### src/rtl/mdsp_pkg.sv
// Shared types and constants of the motor duty slew and PWM block.
`default_nettype none

package mdsp_pkg;

	localparam int FULL_SCALE   = 16384;
	localparam int HALF_SCALE   = FULL_SCALE / 2;
	localparam int FRAC_BITS    = 14;

	localparam logic [14:0] MAX_STEP_RESET   = 15'd328;
	localparam logic [15:0] PWM_PERIOD_RESET = 16'd1000;

	localparam logic [1:0] MODE_COAST   = 2'd0;
	localparam logic [1:0] MODE_STANDBY = 2'd1;

	typedef enum logic [1:0] {
		ACT_SET  = 2'd0,
		ACT_TICK = 2'd1,
		ACT_STOP = 2'd2
	} action_t;

	typedef enum logic [1:0] {
		REG_MAX_STEP   = 2'd0,
		REG_PWM_PERIOD = 2'd1,
		REG_POLARITY   = 2'd2
	} cfg_reg_t;

	localparam logic signed [1:0] DIR_FWD  = 2'sb01;
	localparam logic signed [1:0] DIR_REV  = 2'sb11;
	localparam logic signed [1:0] DIR_NONE = 2'sb00;

endpackage

`default_nettype wire

### src/rtl/motor_duty_slew_pwm_top.sv
// Top level of the slew-limited signed motor duty block with PWM compare output.
`default_nettype none

// Each input word (set target, tick, stop) yields one result word. A word is held in
// the input register, where the slew step, the |duty| x period multiply, rounding and clamp
// run in a single pass; the result is registered in the output register as the word leaves,
// and one word is taken every cycle while the output side keeps up. The duty
// state is updated as a word leaves the input register, so the next word always sees it.
// Configuration (max_step, pwm_period, polarity_invert) is always ready and is meant to be
// written while no word is in flight.
module motor_duty_slew_pwm_top (
	input  logic               clk,
	input  logic               arst_n,
	input  logic               cfg_valid,
	output logic               cfg_ready,
	input  logic [1:0]         cfg_index,
	input  logic [15:0]        cfg_data,
	input  logic               in_valid,
	output logic               in_ready,
	input  logic [1:0]         action,
	input  logic signed [15:0] duty_request,
	input  logic [1:0]         mode_request,
	output logic               out_valid,
	input  logic               out_ready,
	output logic               status,
	output logic signed [1:0]  direction,
	output logic [15:0]        compare_count,
	output logic signed [15:0] duty_now,
	output logic [1:0]         halt_mode
);

	logic [14:0]        max_step_q;
	logic [15:0]        pwm_period_q;
	logic               polarity_q;

	logic signed [15:0] target_q;
	logic signed [15:0] applied_q;
	logic [1:0]         held_mode_q;

	logic               valid_s1;
	logic [1:0]         action_s1;
	logic signed [15:0] duty_s1;
	logic [1:0]         mode_s1;

	logic               out_valid_q;
	logic               status_q;
	logic signed [1:0]  direction_q;
	logic [15:0]        counts_q;
	logic signed [15:0] applied_out_q;
	logic [1:0]         mode_out_q;

	logic               adv;
	logic               fire;

	logic signed [17:0] cur_x;
	logic signed [17:0] tgt_x;
	logic signed [17:0] step_x;
	logic signed [17:0] diff;
	logic signed [17:0] slewed;
	logic signed [15:0] tick_level;
	logic [15:0]        neg_level;
	logic [14:0]        mag;
	logic [31:0]        prod;
	logic [17:0]        counts_raw;
	logic [15:0]        tick_counts;
	logic signed [1:0]  tick_dir;
	logic               out_of_range;

	logic signed [15:0] nxt_target;
	logic signed [15:0] nxt_applied;
	logic [1:0]         nxt_mode;
	logic               r_status;
	logic signed [1:0]  r_dir;
	logic [15:0]        r_counts;

	assign cfg_ready = 1'b1;

	// Output register frees when empty or being taken; input register moves with it.
	assign adv      = !out_valid_q || out_ready;
	assign in_ready = !valid_s1 || adv;
	assign fire     = valid_s1 && adv;

	always_ff @(posedge clk or negedge arst_n) begin
		if (!arst_n) begin
			max_step_q   <= mdsp_pkg::MAX_STEP_RESET;
			pwm_period_q <= mdsp_pkg::PWM_PERIOD_RESET;
			polarity_q   <= 1'b0;
		end else if (cfg_valid && cfg_ready) begin
			case (cfg_index)
				mdsp_pkg::REG_MAX_STEP:   max_step_q   <= cfg_data[14:0];
				mdsp_pkg::REG_PWM_PERIOD: pwm_period_q <= cfg_data;
				mdsp_pkg::REG_POLARITY:   polarity_q   <= cfg_data[0];
				default: ;
			endcase
		end
	end

	// Slew toward the target by at most max_step.
	always_comb begin
		cur_x  = {{2{applied_q[15]}}, applied_q};
		tgt_x  = {{2{target_q[15]}}, target_q};
		step_x = {3'b000, max_step_q};
		diff   = tgt_x - cur_x;
		if (diff > step_x) begin
			slewed = cur_x + step_x;
		end else if (diff < -step_x) begin
			slewed = cur_x - step_x;
		end else begin
			slewed = tgt_x;
		end
		tick_level = slewed[15:0];
	end

	// Round |duty| x period / full scale, half up, then clamp to the period.
	always_comb begin
		neg_level   = 16'(-tick_level);
		mag         = tick_level[15] ? neg_level[14:0] : tick_level[14:0];
		prod        = 32'(mag) * 32'(pwm_period_q) + 32'(mdsp_pkg::HALF_SCALE);
		counts_raw  = prod[31:mdsp_pkg::FRAC_BITS];
		tick_counts = (counts_raw > {2'b00, pwm_period_q}) ? pwm_period_q : counts_raw[15:0];
		if (tick_level == 16'sd0) begin
			tick_dir    = mdsp_pkg::DIR_NONE;
			tick_counts = 16'd0;
		end else if (tick_level[15] ^ polarity_q) begin
			tick_dir = mdsp_pkg::DIR_REV;
		end else begin
			tick_dir = mdsp_pkg::DIR_FWD;
		end
	end

	assign out_of_range = (duty_s1 < -16'(mdsp_pkg::FULL_SCALE))
		|| (duty_s1 > 16'(mdsp_pkg::FULL_SCALE));

	always_comb begin
		nxt_target  = target_q;
		nxt_applied = applied_q;
		nxt_mode    = held_mode_q;
		r_status    = 1'b0;
		r_dir       = mdsp_pkg::DIR_NONE;
		r_counts    = 16'd0;
		case (action_s1)
			mdsp_pkg::ACT_SET: begin
				if (out_of_range) begin
					nxt_target  = 16'sd0;
					nxt_applied = 16'sd0;
					nxt_mode    = mdsp_pkg::MODE_STANDBY;
					r_status    = 1'b1;
				end else begin
					nxt_target = duty_s1;
				end
			end
			mdsp_pkg::ACT_TICK: begin
				nxt_applied = tick_level;
				r_dir       = tick_dir;
				r_counts    = tick_counts;
			end
			mdsp_pkg::ACT_STOP: begin
				nxt_target  = 16'sd0;
				nxt_applied = 16'sd0;
				nxt_mode    = mode_s1;
			end
			default: ;
		endcase
	end

	always_ff @(posedge clk or negedge arst_n) begin
		if (!arst_n) begin
			target_q    <= 16'sd0;
			applied_q   <= 16'sd0;
			held_mode_q <= mdsp_pkg::MODE_COAST;
		end else if (fire) begin
			target_q    <= nxt_target;
			applied_q   <= nxt_applied;
			held_mode_q <= nxt_mode;
		end
	end

	always_ff @(posedge clk or negedge arst_n) begin
		if (!arst_n) begin
			valid_s1    <= 1'b0;
			out_valid_q <= 1'b0;
		end else begin
			if (in_ready) begin
				valid_s1 <= in_valid;
			end
			if (adv) begin
				out_valid_q <= valid_s1;
			end
		end
	end

	always_ff @(posedge clk) begin
		if (in_valid && in_ready) begin
			action_s1 <= action;
			duty_s1   <= duty_request;
			mode_s1   <= mode_request;
		end
		if (fire) begin
			status_q      <= r_status;
			direction_q   <= r_dir;
			counts_q      <= r_counts;
			applied_out_q <= nxt_applied;
			mode_out_q    <= nxt_mode;
		end
	end

	assign out_valid     = out_valid_q;
	assign status        = status_q;
	assign direction     = direction_q;
	assign compare_count = counts_q;
	assign duty_now      = applied_out_q;
	assign halt_mode     = mode_out_q;

endmodule

`default_nettype wire

### config.mk
export PLATFORM = sky130hd
export DESIGN_NAME = motor_duty_slew_pwm_top
export DESIGN_NICKNAME = d
export VERILOG_FILES = /design/src/rtl/mdsp_pkg.sv /design/src/rtl/motor_duty_slew_pwm_top.sv
export SDC_FILE = /design/constraint.sdc
export NUM_CORES = 1
export LEC_CHECK = 0
export BUFFER_PORTS_ARGS = -buffer_cell sky130_fd_sc_hd__clkbuf_2
export CORE_AREA = 2 2 171 173
export DETAILED_ROUTE_END_ITERATION = 8
export DIE_AREA = 0 0 173 175
export PLACE_DENSITY_LB_ADDON = 0.25
export SYNTH_ARGS = -nofsm -noshare
export SYNTH_HDL_FRONTEND = slang
export SYNTH_SLANG_ARGS = --single-unit
### constraint.sdc
create_clock -name clk -period 37.4 [get_ports clk]
set_input_delay 1.87 -clock clk [delete_from_list [all_inputs] [get_ports clk]]
set_output_delay 1.87 -clock clk [all_outputs]
set_load 0.05 [all_outputs]
[Word-level counts from Yosys, hierarchy flattened]
Index checks and enable logic that the tools add are counted.
Word-level totals
  register bits after elaboration: 125
  input bits: 43
  output and inout port bits: 40
  word-level logic and storage cells: 62
Operators by class
  add/subtract/negate cells: 6
  multipliers: 1
  magnitude comparators: 5
  eq/ne operators: 4
  mux-type cells: 12
  bitwise logic cells: 2
  reduce and logical (&&, ||, !) cells: 16
Operator list (count)
  two-way mux 16 bit: 5
  one-hot mux 16 bit (3 select lines): 1
  adder 31 x 14 -> 32 bit, second input constant: 1
  one-hot mux 16 bit (2 select lines): 1
  multiplier 15 x 16 -> 31 bit: 1
  > comparator 18 x 16 -> 1 bit: 1
  less-than comparator 17 x 18 -> 1 bit: 1
  negator 15 -> 18 bit: 1
  > comparator 17 x 16 -> 1 bit: 1
  subtractor 16 x 16 -> 17 bit: 1
  adder 16 bit: 1
  > comparator 16 bit, second input constant: 1
  logical NOT 16 bit: 1
  less-than comparator 16 x 15 -> 1 bit, second input constant: 1
  subtractor 16 bit: 1
  two-way mux 15 bit: 1
  negator 15 bit: 1
  AND reduction 2 bit: 4
  equality test 2 x 1 -> 1 bit, second input constant: 2
  equality test 2 bit, second input constant: 2
  logical NOT 2 bit: 2
  two-way mux 2 bit: 2
  one-hot mux 2 bit (2 select lines): 1
  logical OR 1 bit: 3
  7 further kinds: 9

[Longest topological paths before layout]
  word-level depth: 10
  depth in mapped cells: 61
  mapped depth without buffers: 57

[Worst setup path after synthesis]
OpenSTA, ideal clock, no wires.
  path type: reg2reg
  start: register applied_q[2]
  end: register counts_q[6], in the netlist compare_count[6], data pin
  library setup time: 262 ps
  arrival time: 12313 ps
  data required time: 37138 ps
  path slack: 24824 ps
  stages on the path, launching flop included: 57
  path buffers: 5
  period minus slack after synthesis: 12576 ps
  cell sequence: dfrtp_1 -> inv_1 -> ha_1 -> nor2b_1 -> o31a_1 -> o41a_1 -> a211oi_1 -> o21bai_1 -> a21oi_1 -> xnor2_1 -> ha_1 -> and3_1 -> and2_1 -> a21oi_1 -> a211oi_2 -> nand2_1 -> buf_6 -> and2_4 -> [21 not listed] -> o21ai_0 -> a21oi_1 -> o31ai_1 -> a31o_2 -> clkbuf_1 -> a31oi_1 -> xnor2_1 -> ha_1 -> a21o_1 -> a21oi_1 -> nor2b_1 -> o21ai_0 -> nand2b_1 -> a221oi_1 -> a41oi_1 -> a211oi_4 -> buf_6 -> mux2i_1
On the way
  word-level cells in the longest chain between the ends: 10
  elaborated cells on any way between the ends: 15
  classes of those cells: add/sub (5); mul (1); order compare (3); mux (4); reduce/logical (2)
RTL lines
  start, declared: line motor_duty_slew_pwm_top.sv:37  | logic signed [15:0] applied_q;
  start signal, assigned: line motor_duty_slew_pwm_top.sv:173  | applied_q <= nxt_applied;
  subtractor 16 x 16 -> 17 bit: line motor_duty_slew_pwm_top.sv:103  | diff = tgt_x - cur_x;
  less-than comparator 17 x 18 -> 1 bit: line motor_duty_slew_pwm_top.sv:106  | end else if (diff < -step_x) begin
  two-way mux 16 bit: line motor_duty_slew_pwm_top.sv:106
  two-way mux 16 bit *: line motor_duty_slew_pwm_top.sv:104  | if (diff > step_x) begin
  negator 15 bit: line motor_duty_slew_pwm_top.sv:116  | neg_level = 16'(-tick_level);
  two-way mux 15 bit: line motor_duty_slew_pwm_top.sv:117  | mag = tick_level[15] ? neg_level[14:0] : tick_level[14:0];
  multiplier 15 x 16 -> 31 bit: line motor_duty_slew_pwm_top.sv:118  | prod = 32'(mag) * 32'(pwm_period_q) + 32'(mdsp_pkg::HALF_SCALE);
  adder 31 x 14 -> 32 bit: line motor_duty_slew_pwm_top.sv:118
  > comparator 18 x 16 -> 1 bit: line motor_duty_slew_pwm_top.sv:120  | tick_counts = (counts_raw > {2'b00, pwm_period_q}) ? pwm_period_q : counts_raw[15:0];
  two-way mux 16 bit: line motor_duty_slew_pwm_top.sv:120
  end signal, assigned: line motor_duty_slew_pwm_top.sv:201  | counts_q <= r_counts;
  end, declared: line motor_duty_slew_pwm_top.sv:48  | logic [15:0] counts_q;
Mark *: on every way between the ends. The rest lies on a longest branch, timed or not.
A chain may end at the register's enable or synchronous reset.

[Worst setup path in the final report]
  start: register applied_q[2]
  end: register counts_q[3], in the netlist compare_count[3], data pin
The elaborated chain is that of the path after synthesis.

==> qor.log <==
[status] outcome completed
[min_path] path category of the worst min-delay check flip-flop to flip-flop
[final_layout] number of nets in the layout 2327
[clocking] total clock buffers created by CTS 17
[clocking] CTS tree done
[routing] DRT antenna net count 0
[global_route] number of antenna violations at the first check in global routing 0
[logic_synthesis] adder and majority gate portion of the synthesized area 36.18%
[die] effective utilization at floorplan 60.02%
[timing] final worst-path cycle share 41.54%
[die] Core Area 28390 µm²
[timing] Highest Clock Rate 0.06437 GHz
[logic_synthesis] async set or reset register ratio after synthesis 54.40%
[routing] Total Wirelength 47.08 mm
[setup_path] origin of the worst setup path applied_q[2]
[setup_path] largest fanout on the critical path 34
[clocking] # H-tree levels 4
[logic_synthesis] xor and xnor area share after synthesis 2.511%
[logic_synthesis] sequential cell area fraction in the yosys report 20.10%
[routing] mean number of vias per cell 5.965
[logic_synthesis] Yosys cell types 95
[clocking] Clk Latency, worst-skew pair 0.44 ns
[global_route] via count of the first global-routing pass 14.18k
[routing] first-pass detailed-route iteration total 5
[routing] number of remaining DRC errors 0
[timing] unrepaired setup endpoints after global routing false
[clocking] clk sinks 125
[place] number of I/O port buffers 81
[clocking] Longest Clk Path Bufs 2
[timing] setup violation total in the final timing report 0
[die] top-level I/O count 83
[global_route] final global-route overflow total 0
[logic_synthesis] number of standard cells after synthesis 1854
[timing] Final Skew 0.01927 ns
[place] half-perimeter wire length after detailed placement 37.34 mm
[routing] post-DR wirelength/cell 20.47 µm
[timing] Fin Setup TNS 0 ns
[logic_synthesis] combinational family with the most area after synthesis adder cells
[setup_path] reg-to-reg startpoint applied_q[2]
[logic_synthesis] synthesized area per cell 9.192 µm²
[clocking] clk slew on worst S/H paths 0.06 ns
[setup_path] worst path arrival time 15.68 ns
[die] overall die height 175 µm
[final_layout] count of non-filler cells in the finished layout 2300
[die] row count 62
[logic_synthesis] simple-gate area share of the yosys netlist 15.86%
[setup_path] Register-to-Register Path Depth 48
[setup_path] most numerous cell on the critical path fa_1
[setup_path] crit-path max cell delay 1.07 ns
[routing] vias after detailed routing 13.72k
[logic_synthesis] count of warnings emitted by yosys 0
[clocking] Post CTS Setup Buffer Count 0
[setup_path] crit path kind flip-flop to flip-flop
[global_route] largest net degree at the start of global routing 69
[place] placer congestion estimate 0.9405
[job] max_cap viols 0
[min_path] hold path depth 1
[timing] max-slew violation count 0
[die] die area 30280 µm²
[clocking] CTS-repair resized insts 0
[global_route] wire length of the first global-routing pass 76.78 mm
[logic_synthesis] Mapped Area 17040 µm²
[timing] final critical path time including I/O delays and setup 15.53 ns
[setup_path] reg-to-reg slack, setup 21.87 ns
[logic_synthesis] number of synthesized flops with an enable pin 57
[setup_path] critical register-to-register path endpoint compare_count[3]
[timing] worst slew margin relative to its limit 8.483%
[timing] final hold viol count 0
[setup_path] Setup crit end kind flip-flop
[setup_path] Req. time, crit path 37.54 ns
[setup_path] sort of element at the start of the critical path flip-flop
[global_route] GRT Resource Usage Total 32.39%
[logic_synthesis] top_reg_cell synth dfrtp_1
[clocking] clock root cell clkbuf_16
[logic_synthesis] share of the synthesized area in compound gates (AO/OA/AOI/OAI) 14.20%
[routing] number of DRC markers after the initial detailed-route iteration 995
[final_layout] share of layout cells above drive strength 1 10.49%
[logic_synthesis] net count after synthesis 2278
[clocking] number of hold buffers added after CTS 0
[setup_path] Worst path slowest cell xnor2_1
[die] width of the chip 173 µm
[final_layout] Antenna Diode Count 0
[place] total instance count after detailed placement 2268
[setup_path] end of the critical path compare_count[3]
[logic_synthesis] FF+latch count, synth 125
[final_layout] relative area change from synthesis to final layout 7.790%
[timing] worst-margin pin slew 1.363 ns
[logic_synthesis] proportion of synthesized area in mux cells 2.665%
-- per-layer routing --
layer	up-vias	GRT usage (%)	routed length [µm]
met5	-	0	0
met4	0	11.97	1971
met3	119	4.917	3055
met2	573	56.17	22930
met1	6770	41.21	19130
li1	6257	-	-
-- registers in the layout (all words and copies together) (netlist names) --
register / flops
duty_now: 16
direction: 2
applied_q: 16
max_step_q: 15
halt_mode: 2
valid_s1: 1
out_valid: 1
mode_s1: 2
compare_count: 16
status: 1
polarity_q: 1
action_s1: 2
duty_s1: 16
held_mode_q: 2
target_q: 16
pwm_period_q: 16
-- final cells by class --
type                       count  area, µm²
tap                          384      480.5
timing repair buffer          96      518.0
clock buffer                  19      432.9
sequential                   125       3425
clock inverter                13      155.1
multi-input combinational   1358      12210
fill                        2329      10020
inverter                     305       1145
-- worst min-delay path by stage --
stage	from	to	slack (ns)
after floorplan	valid_s1	out_valid	0.46
after global placement	valid_s1	out_valid	0.49
after detailed placement	duty_s1[9]	target_q[9]	0.48
after CTS	duty_s1[9]	target_q[9]	0.50
after global routing	valid_s1	out_valid	0.53
final	valid_s1	out_valid	0.51
-- layout by cell type, fill, tap and decap left out, drive strengths merged, types with 11 or more instances in the layout --
cell type / count
o211ai: 12
a211o: 12
edfxtp: 57
nand4: 13
nor3: 30
clkbuf: 99
inv: 311
fa: 185
a21o: 36
nand2: 229
xnor2: 33
nand2b: 29
nor2: 91
mux2: 21
and2: 71
ha: 196
o21a: 14
o21ai: 66
a21oi: 71
xor2: 15
dfrtp: 59
a22o: 27
a211oi: 11
mux2i: 21
nor2b: 20
buf: 16
-- kinds of logic after synthesis --
group | after synthesis
and+or+nand+nor | 552
adders and majority gates | 382
buffers and inverters | 371
AOI/OAI and AO/OA | 333
DFF | 125
xor gates and xnor gates | 48
muxes | 42
other | 1
-- worst max-delay path, delay by kind of cell, from the launching register on --
| family | cells | cell delay (ns) |
|---|---|---|
| xor gates and xnor gates | 2 | 1.19 |
| buffers and inverters | 6 | 0.92 |
| DFF | 1 | 0.40 |
| AOI/OAI and AO/OA | 17 | 4.58 |
| adders and majority gates | 11 | 4.95 |
| muxes | 2 | 1.17 |
| and+or+nand+nor | 10 | 2.02 |
-- synth_stat cells (10+ instances only) --
master	number	area, µm²
a21o_1	36	270.3
edfxtp_1	57	1712
a211o_1	12	105.1
nor3_1	29	145.1
xor2_1	15	131.4
nand2_1	228	855.8
a22o_1	27	236.5
and2_1	68	425.4
nand4_1	13	81.33
fa_1	185	3704
o211ai_1	10	75.07
ha_1	196	2452
nand2b_1	29	181.4
o21bai_1	10	75.07
o21ai_0	62	310.3
inv_1	304	1141
xnor2_1	32	280.3
nor2_1	91	341.6
mux2i_1	21	210.2
clkbuf_1	48	180.2
nor2b_1	20	125.1
buf_2	10	50.05
a21oi_1	70	350.3
o21a_1	14	105.1
dfrtp_1	59	1476
mux2_2	19	214.0
-- through the flow --
stage	area, µm²	hold slack (ns)	util (%)	worst slack (ns)
floorplan	17040	0.4572	-	24.82
global placement	17770	0.4855	62.60	22.62
detailed placement	17770	0.4820	62.60	22.07
CTS	18360	0.5033	64.67	22.02
global route	18370	0.5345	64.70	20.86
finish	18370	0.5089	64.70	21.87
Power is not shown: default switching activity piles up to over one toggle a cycle in this logic, so the estimate is an artifact.
